$ cat src/design/mbps_pkg.sv
package mbps_pkg;

  // result status codes
  localparam logic [1:0] ST_FOUND = 2'd0;
  localparam logic [1:0] ST_STOP  = 2'd1;
  localparam logic [1:0] ST_END   = 2'd2;

  // configuration register indexes
  localparam logic [2:0] CFG_SCAN_MODE     = 3'd0;
  localparam logic [2:0] CFG_PATTERN_BYTES = 3'd1;
  localparam logic [2:0] CFG_CARE_MASK     = 3'd2;
  localparam logic [2:0] CFG_PATTERN_LEN   = 3'd3;
  localparam logic [2:0] CFG_STOP_BYTES    = 3'd4;
  localparam logic [2:0] CFG_STOP_LEN      = 3'd5;
  localparam logic [2:0] CFG_CALL_TARGET   = 3'd6;
  localparam logic [2:0] CFG_REGION_BASE   = 3'd7;

  // near call encoding
  localparam logic [7:0]  OPCODE_CALL = 8'hE8;
  localparam logic [3:0]  CALL_LEN    = 4'd5;
  localparam logic [63:0] CALL_LEN64  = 64'd5;
  // call target reset is zero, stored minus the call length
  localparam logic [63:0] CALL_TGT_M5_RST = 64'hFFFF_FFFF_FFFF_FFFB;

  // longest signature the registers can describe
  localparam logic [3:0] MAX_SIG_LEN = 4'd8;

  typedef struct packed {
    logic       start_req;
    logic [7:0] data_byte;
    logic       last;
  } in_word_t;

  typedef struct packed {
    logic [1:0]  status;
    logic [63:0] match_address;
  } out_word_t;

  typedef struct packed {
    logic        scan_mode;
    logic [63:0] pattern_bytes;
    logic [7:0]  care_mask;
    logic [3:0]  pattern_len;
    logic [63:0] stop_bytes;
    logic [3:0]  stop_len;
    logic [63:0] call_target_m5;
    logic [63:0] region_base;
  } cfg_t;

  typedef struct packed {
    logic clear;
    logic load;
    logic shift;
  } cell_ctl_t;

  typedef struct packed {
    logic stop_hit;
    logic found;
  } verdict_t;

endpackage

$ cat src/design/mbps_cell.sv
module mbps_cell import mbps_pkg::*; (
  input  logic       clk_i,
  input  logic       rst_ni,
  input  cell_ctl_t  ctl_i,
  input  logic [7:0] nb_byte_i,
  input  logic [7:0] in_byte_i,
  input  logic [7:0] stop_byte_i,
  input  logic [7:0] pat_byte_i,
  input  logic       care_i,
  output logic [7:0] byte_o,
  output logic       stop_eq_o,
  output logic       pat_ok_o
);

  logic [7:0] byte_q, byte_d;

  // load wins, then clear on a new scan, then shift from the upper neighbor
  always_comb begin
    byte_d = byte_q;
    if (ctl_i.load) begin
      byte_d = in_byte_i;
    end else if (ctl_i.clear) begin
      byte_d = 8'h00;
    end else if (ctl_i.shift) begin
      byte_d = nb_byte_i;
    end
  end

  always_ff @(posedge clk_i or negedge rst_ni) begin
    if (!rst_ni) begin
      byte_q <= 8'h00;
    end else begin
      byte_q <= byte_d;
    end
  end

  // per-byte compares against stop and masked signature
  assign byte_o    = byte_q;
  assign stop_eq_o = (byte_q == stop_byte_i);
  assign pat_ok_o  = !care_i || (byte_q == pat_byte_i);

endmodule

$ cat src/design/mbps_match.sv
module mbps_match import mbps_pkg::*; #(
  parameter int W  = 8,
  parameter int FW = $clog2(W + 1)
) (
  input  logic [4:0][7:0] call_bytes_i,
  input  logic [W-1:0]    stop_eq_i,
  input  logic [W-1:0]    pat_ok_i,
  input  logic [FW-1:0]   fill_i,
  input  cfg_t            cfg_i,
  input  logic [63:0]     addr_i,
  output verdict_t        verdict_o
);

  localparam logic [3:0] WLEN = 4'(W);

  function automatic logic [3:0] eff_len(input logic [3:0] len);
    logic [3:0] n;
    n = (len > MAX_SIG_LEN) ? MAX_SIG_LEN : len;
    return (n > WLEN) ? WLEN : n;
  endfunction

  logic [3:0]  sl, pl, fill4;
  logic [W-1:0] smask, pmask;
  logic [31:0] rel;
  logic [63:0] call_sum;
  logic        stop_hit, pat_hit, call_hit;

  assign sl    = eff_len(cfg_i.stop_len);
  assign pl    = eff_len(cfg_i.pattern_len);
  assign fill4 = 4'(fill_i);

  // bytes that take part in each compare
  always_comb begin
    for (int i = 0; i < W; i++) begin
      smask[i] = (4'(i) < sl);
      pmask[i] = (4'(i) < pl);
    end
  end

  assign stop_hit = (sl != 4'd0) && (sl <= fill4) && (&(stop_eq_i | ~smask));
  assign pat_hit  = (pl <= fill4) && (&(pat_ok_i | ~pmask));

  // rel32 little endian, target compared against call_target - 5
  assign rel      = {call_bytes_i[4], call_bytes_i[3], call_bytes_i[2], call_bytes_i[1]};
  assign call_sum = addr_i + {{32{rel[31]}}, rel};
  assign call_hit = (fill4 >= CALL_LEN) && (call_bytes_i[0] == OPCODE_CALL) &&
                    (call_sum == cfg_i.call_target_m5);

  assign verdict_o.stop_hit = stop_hit;
  assign verdict_o.found    = !stop_hit && (cfg_i.scan_mode ? call_hit : pat_hit);

endmodule

$ cat src/design/masked_byte_pattern_scanner.sv
// Masked byte pattern scanner: looks for the first stream position that
// matches a masked signature, or in call mode an 0xE8 rel32 near call whose
// target equals call_target. A stop signature checked first at each
// position ends the scan with no find.
// Input channel: one word per accepted cycle (start_req, data_byte, last).
// start_req begins a new scan; after a scan has given its result, words are
// taken and dropped until the next start_req.
// Output channel: at most one word per scan (status, match_address).
// Throughput: one byte per cycle while streaming, unless a blocked result
// holds the input. A position is decided the cycle after its window of
// WINDOW_BYTES bytes fills; the result word is registered at the output.
// After the last byte, input stalls while the tail drains: each byte
// still in the window is decided in turn, and an end-of-stream word
// follows if none of them ends the scan.
// Results sit in an output register; input keeps flowing while it waits,
// and only a second result blocked by a stalled receiver holds the scan.
// Reset: registers but out_q take defaults, window empty, scan live at
// offset zero. Config writes must come while idle; this is not checked.
module masked_byte_pattern_scanner import mbps_pkg::*; #(
  parameter int WINDOW_BYTES = 8,
  parameter int OFFSET_BITS  = 48
) (
  input  logic        clk_i,
  input  logic        rst_ni,
  input  logic        in_valid_i,
  output logic        in_stall_o,
  input  in_word_t    in_data_i,
  output logic        out_valid_o,
  input  logic        out_stall_i,
  output out_word_t   out_data_o,
  input  logic        cfg_we_i,
  input  logic [2:0]  cfg_idx_i,
  input  logic [63:0] cfg_wdata_i
);

  localparam int W  = WINDOW_BYTES;
  localparam int FW = $clog2(W + 1);

  cfg_t                   cfg_q, cfg_d;
  logic [FW-1:0]          fill_q, fill_d, fill_mid, wr_idx;
  logic [OFFSET_BITS-1:0] offset_q, offset_d;
  logic [63:0]            addr_q, addr_d;
  logic                   drain_q, drain_d, done_q, done_d;
  logic                   out_valid_q, out_valid_d;
  out_word_t              out_q, out_d;

  logic [W-1:0][7:0] win, nb;
  logic [W-1:0]      stop_eq, pat_ok;
  cell_ctl_t [W-1:0] cell_ctl;
  verdict_t          verdict;

  logic dec_act, end_req, emit_req, out_free, hold, emit, drop;
  logic in_fire, take, restart, done_after;

  // configuration registers
  always_comb begin
    cfg_d = cfg_q;
    if (cfg_we_i) begin
      case (cfg_idx_i)
        CFG_SCAN_MODE:     cfg_d.scan_mode      = cfg_wdata_i[0];
        CFG_PATTERN_BYTES: cfg_d.pattern_bytes  = cfg_wdata_i;
        CFG_CARE_MASK:     cfg_d.care_mask      = cfg_wdata_i[7:0];
        CFG_PATTERN_LEN:   cfg_d.pattern_len    = cfg_wdata_i[3:0];
        CFG_STOP_BYTES:    cfg_d.stop_bytes     = cfg_wdata_i;
        CFG_STOP_LEN:      cfg_d.stop_len       = cfg_wdata_i[3:0];
        CFG_CALL_TARGET:   cfg_d.call_target_m5 = cfg_wdata_i - CALL_LEN64;
        CFG_REGION_BASE:   cfg_d.region_base    = cfg_wdata_i;
        default: ;
      endcase
    end
  end

  // chain of window cells, byte 0 is the current position
  for (genvar i = 0; i < W; i++) begin : g_cell
    if (i == W - 1) begin : g_top
      assign nb[i] = 8'h00;
    end else begin : g_mid
      assign nb[i] = win[i+1];
    end
    assign cell_ctl[i].clear = restart;
    assign cell_ctl[i].load  = take && (wr_idx == FW'(i));
    assign cell_ctl[i].shift = drop;

    mbps_cell u_cell (
      .clk_i       (clk_i),
      .rst_ni      (rst_ni),
      .ctl_i       (cell_ctl[i]),
      .nb_byte_i   (nb[i]),
      .in_byte_i   (in_data_i.data_byte),
      .stop_byte_i (cfg_q.stop_bytes[8*i +: 8]),
      .pat_byte_i  (cfg_q.pattern_bytes[8*i +: 8]),
      .care_i      (cfg_q.care_mask[i]),
      .byte_o      (win[i]),
      .stop_eq_o   (stop_eq[i]),
      .pat_ok_o    (pat_ok[i])
    );
  end

  mbps_match #(
    .W  (W),
    .FW (FW)
  ) u_match (
    .call_bytes_i ({win[4], win[3], win[2], win[1], win[0]}),
    .stop_eq_i    (stop_eq),
    .pat_ok_i     (pat_ok),
    .fill_i       (fill_q),
    .cfg_i        (cfg_q),
    .addr_i       (addr_q),
    .verdict_o    (verdict)
  );

  // decide the head when the window is full or while draining the tail
  assign dec_act  = !done_q && ((fill_q == FW'(W)) || (drain_q && (fill_q != '0)));
  assign end_req  = !done_q && drain_q && (fill_q == '0);
  assign emit_req = (dec_act && (verdict.found || verdict.stop_hit)) || end_req;
  assign out_free = !out_valid_q || !out_stall_i;
  assign hold     = emit_req && !out_free;
  assign emit     = emit_req && !hold;
  assign drop     = dec_act && !verdict.found && !verdict.stop_hit;

  // input side
  assign in_stall_o = drain_q || hold;
  assign in_fire    = in_valid_i && !in_stall_o;
  assign done_after = done_q || emit;
  assign restart    = in_fire && in_data_i.start_req;
  assign take       = in_fire && (in_data_i.start_req || !done_after);
  assign fill_mid   = fill_q - FW'(drop);
  assign wr_idx     = restart ? '0 : fill_mid;

  // scan state
  always_comb begin
    fill_d   = fill_mid;
    offset_d = offset_q;
    addr_d   = addr_q;
    drain_d  = drain_q;
    done_d   = done_after;
    if (emit) begin
      drain_d = 1'b0;
    end
    if (restart) begin
      fill_d   = FW'(1);
      offset_d = '0;
      addr_d   = cfg_q.region_base;
      drain_d  = in_data_i.last;
      done_d   = 1'b0;
    end else begin
      if (take) begin
        fill_d = fill_mid + FW'(1);
        if (in_data_i.last) begin
          drain_d = 1'b1;
        end
      end
      if (drop) begin
        offset_d = offset_q + OFFSET_BITS'(1);
        // offset wraps, the address follows it back to the base
        addr_d   = (offset_q == '1) ? cfg_q.region_base : addr_q + 64'd1;
      end else if (cfg_we_i && (cfg_idx_i == CFG_REGION_BASE)) begin
        addr_d = cfg_wdata_i + 64'(offset_q);
      end
    end
  end

  // output register
  always_comb begin
    out_valid_d = out_valid_q;
    out_d       = out_q;
    if (emit) begin
      out_valid_d = 1'b1;
      if (end_req) begin
        out_d.status        = ST_END;
        out_d.match_address = '0;
      end else if (verdict.stop_hit) begin
        out_d.status        = ST_STOP;
        out_d.match_address = '0;
      end else begin
        out_d.status        = ST_FOUND;
        out_d.match_address = addr_q;
      end
    end else if (out_valid_q && !out_stall_i) begin
      out_valid_d = 1'b0;
    end
  end

  always_ff @(posedge clk_i or negedge rst_ni) begin
    if (!rst_ni) begin
      cfg_q.scan_mode      <= 1'b0;
      cfg_q.pattern_bytes  <= '0;
      cfg_q.care_mask      <= 8'hFF;
      cfg_q.pattern_len    <= 4'd1;
      cfg_q.stop_bytes     <= '0;
      cfg_q.stop_len       <= 4'd1;
      cfg_q.call_target_m5 <= CALL_TGT_M5_RST;
      cfg_q.region_base    <= '0;
      fill_q               <= '0;
      offset_q             <= '0;
      addr_q               <= '0;
      drain_q              <= 1'b0;
      done_q               <= 1'b0;
      out_valid_q          <= 1'b0;
    end else begin
      cfg_q       <= cfg_d;
      fill_q      <= fill_d;
      offset_q    <= offset_d;
      addr_q      <= addr_d;
      drain_q     <= drain_d;
      done_q      <= done_d;
      out_valid_q <= out_valid_d;
    end
  end

  always_ff @(posedge clk_i) begin
    out_q <= out_d;
  end

  assign out_valid_o = out_valid_q;
  assign out_data_o  = out_q;

`ifndef SYNTH
  // a result closes the scan unless a new one starts with it
  a_emit_done: assert property (@(posedge clk_i) disable iff (!rst_ni)
    emit && !restart |=> done_q)
    else $error("scan not closed after result");

  // a dropped head shrinks the window by one when no byte comes in
  a_drop_fill: assert property (@(posedge clk_i) disable iff (!rst_ni)
    drop && !in_fire |=> fill_q == $past(fill_q) - 1'b1)
    else $error("window fill wrong after drop");

  // a blocked result freezes the scan
  a_hold_frz: assert property (@(posedge clk_i) disable iff (!rst_ni)
    hold |=> $stable(fill_q) && $stable(offset_q) && $stable(done_q))
    else $error("scan moved while result blocked");

  // only a find carries an address
  a_addr_zero: assert property (@(posedge clk_i) disable iff (!rst_ni)
    out_valid_o && (out_data_o.status != ST_FOUND) |-> out_data_o.match_address == '0)
    else $error("address on non-find result");
`endif

endmodule
$ cat config.mk
export PLATFORM = sky130hd
export DESIGN_NAME = masked_byte_pattern_scanner
export DESIGN_NICKNAME = d
export VERILOG_FILES = /design/src/design/mbps_pkg.sv /design/src/design/mbps_cell.sv /design/src/design/mbps_match.sv /design/src/design/masked_byte_pattern_scanner.sv
export SDC_FILE = /design/constraint.sdc
export NUM_CORES = 2
export LEC_CHECK = 0
export BUFFER_PORTS_ARGS = -buffer_cell sky130_fd_sc_hd__buf_2
export CAP_MARGIN = 15
export CORE_ASPECT_RATIO = 0.75
export CORE_MARGIN = 4
export CORE_UTILIZATION = 50
export DETAILED_ROUTE_END_ITERATION = 12
export HOLD_SLACK_MARGIN = 0.1
export PLACE_DENSITY = 0.69
export SETUP_SLACK_MARGIN = 0.2
export SLEW_MARGIN = 20
export SYNTH_ARGS = -nofsm -noshare
export SYNTH_HDL_FRONTEND = slang
export SYNTH_SLANG_ARGS = --single-unit
$ cat constraint.sdc
create_clock -name clk_i -period 9.3 [get_ports clk_i]
set_input_delay 0.465 -clock clk_i [delete_from_list [all_inputs] [get_ports clk_i]]
set_output_delay 0.465 -clock clk_i [all_outputs]
set_load 0.01 [all_outputs]
==> metrics.yaml <==
outcome: "finished, final reports clean"
reg2reg_depth: 22
worst-path-buf-inv: 2
fin_ws_ns: 1.51
avgSynthCellArea_um2: 8.90
vias_per_cell: 6.59
drt_iter0_drc: 4462
crit_path_cell_trace: "ha_1 > fa_1 > xnor2_1 > nand4b_1 > a2111oi_0 > buf_4 > o311ai_0 > nor4_1 > nand4_1 > nor4_1 > nand4_1 > nor4_4 > nand3_4 > nand2_1 > clkinv_2 > ha_1 > ha_1 > xor2_1 > nand3_1 > a2111oi_4 > and3_1 > o31ai_1"
hold_path.class: "in2reg"
syn-num-nets: 4268
max_slew_margin_pct: 28.8
cp_max_fo: 22
max_freq_mhz: 128
worstSetupStartpoint: "addr_q[0]"
ctsResizeCount: 0
crit_cells: 22
p_leak_nw: 16.1
rsz0062_at_grt: "no"
r2r_slack_ns: 1.51
cp-start-kind: "flop"
ys_ff_latch: 522
area_growth_syn_to_layout_pct: 9.20
cts_tree: "yes"
r2r_start: "addr_q[0]"
cp_slowest_cell: "nor4_1"
powerDensity_mw_per_mm2: 304
start_util_pct: 50.4
globalplace.congestion: 1.02
synth_flop_cell: "dfrtp_1"
syn_area_mm2: 0.0361
tns_ns: 0
drive_above_1_share_pct: 14.9
fp.dieW_um: 318
drtPass1Iterations: 8
grt_pass1_wl_um: 206000
cp.required_ns: 9.82
ant_nets: 0
synthArstFlopShare_pct: 87.4
synth_top_area_share_pct: 26.5
final_nets: 4286
core_mm2: 0.0717
io_pins: 150
worstSetupEndpointType: "flop"
critPathMaxStageDelay_ns: 0.61
port_buffers: 149
wirelength_um: 140000
cts_sinks: 522
cpLargestDelayFamily: "simple AND/OR/NAND/NOR gates"
arrival_ns: 8.31
worstMarginPinSlew_ns: 1.07
routedWlPerCell_um: 27.6
path_clk_slew_ns: 0.07
maxSlewViolCount: 0
hpwl_um: 107000
ys_seq_area_share_pct: 37.3
netlist_instances: 4059
synth_edf_count: 66
hold_viol: 0
hold_ws_ns: 0.130
grt_pass1_vias: 31100
critical_path.most_common_cell: "ha_1"
setup_viol: 0
pre_cts_slack_ns: 1.64
yosysMostFrequentCell: "nand2_1"
post-route-period-util_pct: 83.7
die_h_um: 241
synth_commonest_cells: "nand2_1 (525), dfrtp_1 (383), xnor2_1 (241), nor2_1 (239), o21ai_0 (232)"
clockRootBuffer: "clkbuf_16"
antenna_found_initial: 17
fin_crit_ns: 7.79
cts_buffer_depth: 3
synth_top_cell_by_area: "dfrtp_1"
num_vias: 33500
synth_warnings: 0
grtUsageTotal_pct: 35.5
synth.area.top_cells: "dfrtp_1 (27%), xnor2_1 (5.8%), edfxtp_1 (5.5%), nand2_1 (5.5%), dfstp_2 (5.3%)"
yosysUniqueCellTypes: 102
clkLatencyLatePin_ns: 0.67
worstSetupPathType: "reg2reg"
max_cap_viol_count: 0
rows: 85
cts-buffers-inserted: 54
finClkSkew_ns: 0.0484
holdPathStages: 3
drcViolationCount: 0
dieArea_mm2: 0.0766
power_mw: 12.0
ir_worst_vdd_uv: 167
r2r-end: "g_cell[4].u_cell.byte_o[1]"
grt_overflow: 0
htreeDepth: 2
grt_max_degree: 160
setup.worst_path.end: "g_cell[4].u_cell.byte_o[1]"
[where the power goes]
part / switching [mW] / internal [mW]
logic: 3.82 / 2.02
clock network: 1.02 / 1.28
registers: 0.856 / 2.99
total: 5.70 / 6.29
[tightest hold or removal path, delay by kind of cell]
kind	cells	cell delay, ns
buffers and inverters	1	0.17
and+or+nand+nor	2	0.12
[through the flow]
step           instances  util, %  cell area [µm²]
6_report            5080     55.0            39400
5_1_grt             5080     55.0            39400
4_1_cts             5079     55.0            39400
3_5_place_dp        4975     52.4            37600
3_3_place_gp        4975     52.4            37600
2_1_floorplan       4059        -            36100
[worst min path at each step]
| stage | startpoint | to | slack [ns] |
|---|---|---|---|
| 2_1_floorplan | rst_ni | addr_q[0] | 0.17 |
| 3_3_place_gp | cfg_q[25] | cfg_q[25] | 0.45 |
| 3_5_place_dp | cfg_q[25] | cfg_q[25] | 0.46 |
| 4_1_cts | cfg_wdata_i[25] | cfg_q[25] | 0.11 |
| 5_1_grt | cfg_wdata_i[25] | cfg_q[25] | 0.13 |
| 6_report | cfg_wdata_i[25] | cfg_q[25] | 0.13 |
[layout by cell type (no fill, tap or decap), drive strengths merged, types with 78 or more instances in the layout]
cell     n
a21oi  231
xnor2  241
nand3  117
inv     78
xor2   149
buf    204
o21ai  274
nand2  525
mux2   161
nor2   240
nand4  163
nor3    93
ha     125
dfrtp  383
[state kept, by name, indices dropped and copies added (netlist names)]
name,count
done_q,1
cfg_q,273
drain_q,1
out_valid_o,1
addr_q,64
out_data_o,66
offset_q,48
fill_q,4
g_cell.u_cell.byte_o,64
[area by class of cell]
class	count	area, µm²
fillers	6591	32200
multi-input cells	3214	21400
flip-flops and latches	522	13500
clock buffers	68	1440
repair buffers	207	1240
well taps	957	1200
clock inverters	33	389
inverters	78	294
diodes	1	2.50
[metal layers]
| layer | global-route usage, % | routed length (µm) |
|---|---|---|
| met5 | 0 | 51 |
| met4 | 10.5 | 4210 |
| met3 | 9.77 | 18700 |
| met2 | 49.9 | 56400 |
| met1 | 53.2 | 60600 |
[what timing repair did]
action | in CTS | in global routing
endpoints found under the hold margin | 97 | 0
setup buffers | 0 | 0
setup endpoints to repair | 0 | 0
hold buffers | 3 | 0
[logic make-up after synthesis]
group                      share of synthesized area [%]
muxes                                               6.88
buffers and inverters                               3.72
DFF                                                 37.3
and+or+nand+nor                                     21.0
xor gates and xnor gates                            9.46
AOI/OAI and AO/OA                                   17.2
adders and majority gates                           4.44
Note: power is estimated with default switching activity, not from simulation.
